<file path="config.mk">
export PLATFORM = sky130hd
export DESIGN_NAME = descending_rank_assigner
export DESIGN_NICKNAME = d
export VERILOG_FILES = /design/src/rtl/drk_pkg.sv /design/src/rtl/drk_mem.sv /design/src/rtl/drk_rank_unit.sv /design/src/rtl/descending_rank_assigner.sv
export SDC_FILE = /design/constraint.sdc
export NUM_CORES = 1
export LEC_CHECK = 0
export BUFFER_PORTS_ARGS = -buffer_cell sky130_fd_sc_hd__clkbuf_2
export CORE_UTILIZATION = 60
export DETAILED_ROUTE_END_ITERATION = 6
export PLACE_DENSITY = 0.81
export SYNTH_ARGS = -nofsm -noshare
export SYNTH_HDL_FRONTEND = slang
export SYNTH_SLANG_ARGS = --single-unit
export TNS_END_PERCENT = 30
</file>
<file path="constraint.sdc">
create_clock -name i_clk -period 5.7 [get_ports i_clk]
set_input_delay 0.285 -clock i_clk [delete_from_list [all_inputs] [get_ports i_clk]]
set_output_delay 0.285 -clock i_clk [all_outputs]
set_load 0.02 [all_outputs]
</file>
<file path="src/rtl/drk_pkg.sv">
// Shared types and constants for the descending rank assigner.
// No dependencies; every other file in rtl/ but drk_mem refers to this package by scoped names.
package drk_pkg;

    localparam int MAX_ITEMS_DEF  = 32;
    localparam int VALUE_BITS_DEF = 16;
    localparam int PRIO_W         = 16;
    localparam int RANK_W         = 7;
    localparam int VALUE_MAX_W    = 32;

    typedef struct packed {
        logic [PRIO_W-1:0] priority_value;
        logic              is_last;
    } t_item;

    typedef struct packed {
        logic [RANK_W-1:0] rank;
        logic              overflow;
        logic              last_rank;
    } t_result;

    // Control of the shared rank unit by the sequencer
    typedef struct packed {
        logic clear;
        logic step;
    } t_rank_ctl;

endpackage

</file>
<file path="src/rtl/drk_mem.sv">
// Value store: one write port, one read port with registered read data.
// Depends on nothing outside this file.
module drk_mem #(
    parameter int DEPTH = 32,
    parameter int WIDTH = 16
) (
    input  logic                     i_clk,
    input  logic                     i_we,
    input  logic [$clog2(DEPTH)-1:0] i_waddr,
    input  logic [WIDTH-1:0]         i_wdata,
    input  logic [$clog2(DEPTH)-1:0] i_raddr,
    output logic [WIDTH-1:0]         o_rdata
);

    logic [WIDTH-1:0] r_mem [DEPTH];
    logic [WIDTH-1:0] r_rdata;

    always_ff @(posedge i_clk) begin
        if (i_we) begin
            r_mem[i_waddr] <= i_wdata;
        end
    end

    always_ff @(posedge i_clk) begin
        r_rdata <= r_mem[i_raddr];
    end

    assign o_rdata = r_rdata;

endmodule

</file>
<file path="src/rtl/drk_rank_unit.sv">
// Shared compare unit and rank accumulator: one stored value against the pivot per cycle while step is set.
// Depends on drk_pkg for the control struct.
module drk_rank_unit #(
    parameter int MAX_ITEMS  = drk_pkg::MAX_ITEMS_DEF,
    parameter int VALUE_BITS = drk_pkg::VALUE_BITS_DEF
) (
    input  logic                              i_clk,
    input  drk_pkg::t_rank_ctl                i_ctl,
    input  logic [VALUE_BITS-1:0]             i_pivot,
    input  logic [VALUE_BITS-1:0]             i_other,
    input  logic [$clog2(MAX_ITEMS)-1:0]      i_pivot_pos,
    input  logic [$clog2(MAX_ITEMS)-1:0]      i_other_pos,
    output logic [$clog2(MAX_ITEMS+1)-1:0]    o_rank
);

    localparam int CNT_W = $clog2(MAX_ITEMS + 1);

    logic [CNT_W-1:0] r_rank;
    logic [CNT_W-1:0] n_rank;
    logic             ahead;

    // The other item ranks ahead if larger, or equal and earlier
    assign ahead = (i_other > i_pivot) ||
                   ((i_other == i_pivot) && (i_other_pos < i_pivot_pos));

    assign n_rank = r_rank + CNT_W'(ahead);

    always_ff @(posedge i_clk) begin
        if (i_ctl.clear) begin
            r_rank <= CNT_W'(1);
        end else if (i_ctl.step) begin
            r_rank <= n_rank;
        end
    end

    assign o_rank = n_rank;

endmodule

</file>
<file path="src/rtl/descending_rank_assigner.sv">
// Loading: one value per cycle, start is taken whenever busy is low.
// Ranking: after the last value, each stored item in turn is fetched (ST_FETCH), latched as
// pivot (ST_PIVOT) and compared against all stored items in the shared unit (ST_CMP);
// its rank strobes at the end of that sweep, and busy drops as the final rank strobes.
// Results strobe for one cycle each and cannot be stalled.
// Reset (synchronous, active low) empties the list and clears overflow; the store is not cleared.
module descending_rank_assigner #(
    parameter int MAX_ITEMS  = drk_pkg::MAX_ITEMS_DEF,
    parameter int VALUE_BITS = drk_pkg::VALUE_BITS_DEF
) (
    input  logic             i_clk,
    input  logic             i_rst_n,
    input  logic             start,
    output logic             busy,
    input  drk_pkg::t_item   i_item,
    output logic             o_strobe,
    output drk_pkg::t_result o_result
);

    localparam int IDX_W = $clog2(MAX_ITEMS);
    localparam int CNT_W = $clog2(MAX_ITEMS + 1);

    localparam logic [1:0] ST_IDLE  = 2'd0;
    localparam logic [1:0] ST_FETCH = 2'd1;
    localparam logic [1:0] ST_PIVOT = 2'd2;
    localparam logic [1:0] ST_CMP   = 2'd3;

    logic [1:0]             r_state, n_state;
    logic [CNT_W-1:0]       r_count, n_count;
    logic                   r_ovf, n_ovf;
    logic [IDX_W-1:0]       r_i, n_i;
    logic [IDX_W-1:0]       r_j, n_j;
    logic [VALUE_BITS-1:0]  r_pivot;
    logic                   r_strobe, n_strobe;
    drk_pkg::t_result       r_result, n_result;

    logic                   accept;
    logic                   has_room;
    logic                   we;
    logic [IDX_W-1:0]       raddr;
    logic [VALUE_BITS-1:0]  wdata;
    logic [VALUE_BITS-1:0]  rdata;
    logic [drk_pkg::VALUE_MAX_W-1:0] prio_ext;
    logic [CNT_W-1:0]       rank;
    logic                   j_end;
    logic                   i_end;
    drk_pkg::t_rank_ctl     rank_ctl;

    assign busy     = (r_state != ST_IDLE);
    assign accept   = start && !busy;
    assign has_room = (r_count < CNT_W'(MAX_ITEMS));
    assign we       = accept && has_room;
    assign prio_ext = drk_pkg::VALUE_MAX_W'(i_item.priority_value);
    assign wdata    = prio_ext[VALUE_BITS-1:0];
    assign j_end    = (CNT_W'(r_j) + CNT_W'(1)) == r_count;
    assign i_end    = (CNT_W'(r_i) + CNT_W'(1)) == r_count;

    drk_mem #(
        .DEPTH (MAX_ITEMS),
        .WIDTH (VALUE_BITS)
    ) u_mem (
        .i_clk   (i_clk),
        .i_we    (we),
        .i_waddr (r_count[IDX_W-1:0]),
        .i_wdata (wdata),
        .i_raddr (raddr),
        .o_rdata (rdata)
    );

    drk_rank_unit #(
        .MAX_ITEMS  (MAX_ITEMS),
        .VALUE_BITS (VALUE_BITS)
    ) u_rank (
        .i_clk       (i_clk),
        .i_ctl       (rank_ctl),
        .i_pivot     (r_pivot),
        .i_other     (rdata),
        .i_pivot_pos (r_i),
        .i_other_pos (r_j),
        .o_rank      (rank)
    );

    always_comb begin
        n_state  = r_state;
        n_count  = r_count;
        n_ovf    = r_ovf;
        n_i      = r_i;
        n_j      = r_j;
        n_strobe = 1'b0;
        n_result = r_result;
        raddr    = r_i;
        rank_ctl = '0;
        unique case (r_state)
            ST_IDLE: begin
                if (accept) begin
                    if (has_room) begin
                        n_count = r_count + CNT_W'(1);
                    end else begin
                        n_ovf = 1'b1;
                    end
                    if (i_item.is_last) begin
                        n_i     = '0;
                        n_state = ST_FETCH;
                    end
                end
            end
            ST_FETCH: begin
                raddr   = r_i;
                n_state = ST_PIVOT;
            end
            ST_PIVOT: begin
                // Pivot arrives now; start the sweep at entry zero
                raddr          = '0;
                n_j            = '0;
                rank_ctl.clear = 1'b1;
                n_state        = ST_CMP;
            end
            ST_CMP: begin
                rank_ctl.step = 1'b1;
                raddr         = r_j + IDX_W'(1);
                n_j           = r_j + IDX_W'(1);
                if (j_end) begin
                    n_strobe           = 1'b1;
                    n_result.rank      = drk_pkg::RANK_W'(rank);
                    n_result.overflow  = r_ovf;
                    n_result.last_rank = i_end;
                    if (i_end) begin
                        n_count = '0;
                        n_ovf   = 1'b0;
                        n_state = ST_IDLE;
                    end else begin
                        n_i     = r_i + IDX_W'(1);
                        n_state = ST_FETCH;
                    end
                end
            end
            default: begin
                n_state = ST_IDLE;
            end
        endcase
    end

    always_ff @(posedge i_clk) begin
        if (!i_rst_n) begin
            r_state  <= ST_IDLE;
            r_count  <= '0;
            r_ovf    <= 1'b0;
            r_strobe <= 1'b0;
        end else begin
            r_state  <= n_state;
            r_count  <= n_count;
            r_ovf    <= n_ovf;
            r_strobe <= n_strobe;
        end
    end

    always_ff @(posedge i_clk) begin
        r_i      <= n_i;
        r_j      <= n_j;
        r_result <= n_result;
        if (r_state == ST_PIVOT) begin
            r_pivot <= rdata;
        end
    end

    assign o_strobe = r_strobe;
    assign o_result = r_result;

endmodule

</file>
==> run_results.csv <==
group,metric,value,unit
status,status,"complete, no violations",
timing,clock.fmax,228,MHz
power,vdd_ir_drop_max,0.000434,V
setup_path,r2r_cells,8,
setup_path,endpoint_kind,"flop",
timing,final_max_slew_viol_count,0,
layout,syn_to_final_growth,10.5,%
routing,vias,14102,
routing,wl,53900,um
yosys,async_flop_share,0,%
timing,setup_viol,0,
timing,finalCritPeriodShare,76.9,%
setup_path,critPathLaunchType,"flop",
power,p_sw,4500,uW
placed_design,place_congestion,0.852,
floorplan,initial_core_util,60.8,%
timing,max_slew_margin,7.19,%
setup_path,crit_arrival,4.82,ns
floorplan,die_h,200,um
layout,instances_no_fill,2183,
global_route,grt_pass1_vias,13753,
power,clock_power_share,26.9,%
timing,worst_pin_slew,1.39,ns
layout,design_area,25900,um2
yosys,yosysSeqAreaShare,72.5,%
setup_path,worstSetupPathType,"flop to flop",
timing,fin_skew,0.0222,ns
cts,insertion_delay,0.62,ns
routing,wl_per_cell,24.7,um
routing,dr.pass1.iters,6,
power,power.leakage,0.00888,uW
cts,cts_buffer_depth,3,
global_route,antenna_found_initial,1,
timing,setup_tns,0,ns
power,p_comb_share,33.4,%
floorplan,die-area,39900,um2
flow_run,maxCapViolCount,0,
routing,postRouteAntennaNets,0,
routing,via_per_inst,6.46,
yosys,synthCells,1584,
cts,cts_resized,0,
cts,cts_buffers,55,
placed_design,io_buffers,29,
global_route,grt_max_degree,120,
routing,drcViolationCount,0,
power,power.internal,8460,uW
setup_path,crit_path_top_delay_cell,"o32ai_1",
setup_path,reg2reg_setup_slack,1.32,ns
setup_path,cp_slowest_stage_delay,0.94,ns
routing,wl_met1,20500,um
global_route,grt_usage,27.9,%
setup_path,cp_top_family,"simple AND/OR/NAND/NOR gates",
timing,rsz0062_at_grt,"no",
yosys,synth_ff_type,"edfxtp_1",
global_route,grt_pass1_wl,81600,um
floorplan,core,38600,um2
yosys,synth-edff-count,546,
layout,num-nets-final,1670,
setup_path,r2r-start,"r_state[0]",
yosys,ys_warn_count,0,
cts,ctsRootBufferMaster,"clkbuf_16",
yosys,netlist_area,23500,um2
cts,post-cts-setup-buffers,0,
cts,htreeDepth,2,
routing,wl_met3,5250,um
cts,path_clk_slew,0.06,ns
floorplan,rows,72,
placed_design,dp_cells,2079,
setup_path,path_max_fanout,74,
setup_path,critPathRequiredTime,6.14,ns
setup_path,crit_chain,"inv_1 -> ha_1 -> or3b_1 -> buf_4 -> nand2_8 -> nand4_1 -> o32ai_1 -> a311oi_1",
placed_design,place_area,24200,um2
layout,final_cell_mix,"edfxtp_1 (546), nand2_1 (275), a21oi_1 (77)",
cts,cts_tree,"built",
floorplan,die_w,200,um
cts,cts_sinks,578,
power,sequentialPowerShare,39.6,%
setup_path,r2r_end,"u_mem.o_rdata[10]",
timing,min_period,4.38,ns
placed_design,dp_hpwl,31300,um
global_route,grt_overflow,0,
yosys,synth_cell_types,58,
timing,finalHoldViolations,0,
layout,fillers,2483,
min_path,hp-start,"i_rst_n",
yosys,ys_ff_latch,578,
routing,highest_layer,"met4",
floorplan,num_io_pins,31,
setup_path,cp.buffers_inverters,2,
min_path,min_to,"r_count[0]",
power,p_per_area,499,nW/um2
routing,route.met2.wl,26000,um
yosys,synth.avg_cell_area,14.8,um2
layout,drive_above_1_share,11.4,%
min_path,hold_class,"input port to flop",
power,netSwitchingFraction,34.7,%
layout,layout_commonest_cell,"edfxtp_1",
min_path,holdPathStages,3,
routing,drtIter0Drc,1912,
yosys,synth_nets,1636,
cts,hold_buffers,0,
## metrics by stage
step	worst slack [ns]	hold WS (ns)	util (%)	power (uW)
6_report	1.32	0.0374	67.1	13000
5_1_grt	1.11	0.0570	67.1	13500
4_1_cts	1.46	0.0267	67.1	12900
3_5_place_dp	1.47	0.425	62.7	9470
3_3_place_gp	1.55	0.417	62.7	9320
2_1_floorplan	2.74	0.384	-	8220
## cell type report
type	instances	area [um2]	area share [%]
Antenna cell	1	2.50	0.00964
Multi-Input combinational cell	879	5890	22.7
Clock buffer	89	1600	6.15
Tap cell	518	648	2.50
Inverter	34	128	0.492
Clock inverter	14	131	0.506
Timing Repair Buffer	70	515	1.99
Sequential cell	578	17000	65.7
## synth_stat cells (2+ instances only)
cell       number  area (um2)
nand4_1         9        56.3
nand2_1       276        1040
buf_6           8        90.1
a311o_1        16         160
nand2b_1        4        25.0
nand3b_1        2        15.0
nor2b_1         3        18.8
xor2_1         10        87.6
and2_1          5        31.3
o21a_1          4        30.0
nor2_1         54         203
o21ai_0        16        80.1
mux2i_1        67         671
or3b_2          2        17.5
edfxtp_1      546       16400
dfxtp_1        32         641
o211ai_1        5        37.5
xnor2_1        11        96.3
and3_1         36         225
inv_1          33         124
a211oi_1       34         255
o2111ai_1       2        17.5
o32ai_1        16         140
clkbuf_1       41         154
buf_4           5        37.5
a32o_1         16         160
nor3_1          5        25.0
a22oi_1        18         135
buf_1           5        18.8
a21oi_1        79         395
nand3_1        60         300
buf_2          34         170
mux4_2         32         721
a21o_1          7        52.6
a311oi_1       15         131
or3_1           4        25.0
ha_1           32         400
a31oi_1        19         119
a32oi_1         2        17.5
## worst register-to-register path, stage by stage, from the launching register on
cell and delay [ns]:
dfxtp_1 0.35, inv_1 0.10, ha_1 0.58, or3b_1 0.51
buf_4 0.22, nand2_8 0.52, nand4_1 0.89, o32ai_1 0.94
a311oi_1 0.10
## worst max path at each step
stage | slack, ns | start | end | cells past startpoint
2_1_floorplan | 2.74 | r_state[0] | u_mem.o_rdata[0] | 9
3_3_place_gp | 1.55 | r_state[0] | u_mem.o_rdata[10] | 8
3_5_place_dp | 1.47 | r_state[0] | u_mem.o_rdata[5] | 8
4_1_cts | 1.46 | r_state[0] | u_mem.o_rdata[10] | 8
5_1_grt | 1.11 | r_state[0] | u_mem.o_rdata[10] | 8
6_report | 1.32 | r_state[0] | u_mem.o_rdata[10] | 8
## flip-flops by register name, indices dropped and copies added (netlist names)
register	count
r_j	5
r_ovf	1
u_rank.r_rank	6
o_strobe	1
r_state	2
o_result	8
u_mem.o_rdata	16
r_i	5
u_mem.r_mem	512
r_pivot	16
r_count	6
## routing by layer
metal,vias to the layer above,GRT usage [%]
met1,6997,38.3
met2,827,44.7
li1,6133,-
met3,145,3.98
met5,-,0
met4,0,12.7
## power by group through the flow
stage	registers, uW	logic, uW	clock network [uW]
floorplan	5100	3120	0
global placement	5210	4110	0
detailed placement	5210	4250	0
CTS	5130	4300	3510
global route	5150	4630	3680
finish	5130	4330	3490
## cells by family (layout without fill, tap and decap cells)
family	Yosys count	count (layout)	synth area share, %
xor gates and xnor gates	21	21	0.783
AOI/OAI and AO/OA	259	259	7.77
muxes	99	99	5.92
and+or+nand+nor	467	467	8.71
DFF	578	578	72.5
adders and majority gates	32	32	1.71
buffers and inverters	127	207	2.55
other	1	2	0.0160
No activity file was read; power rests on OpenSTA's default activity.
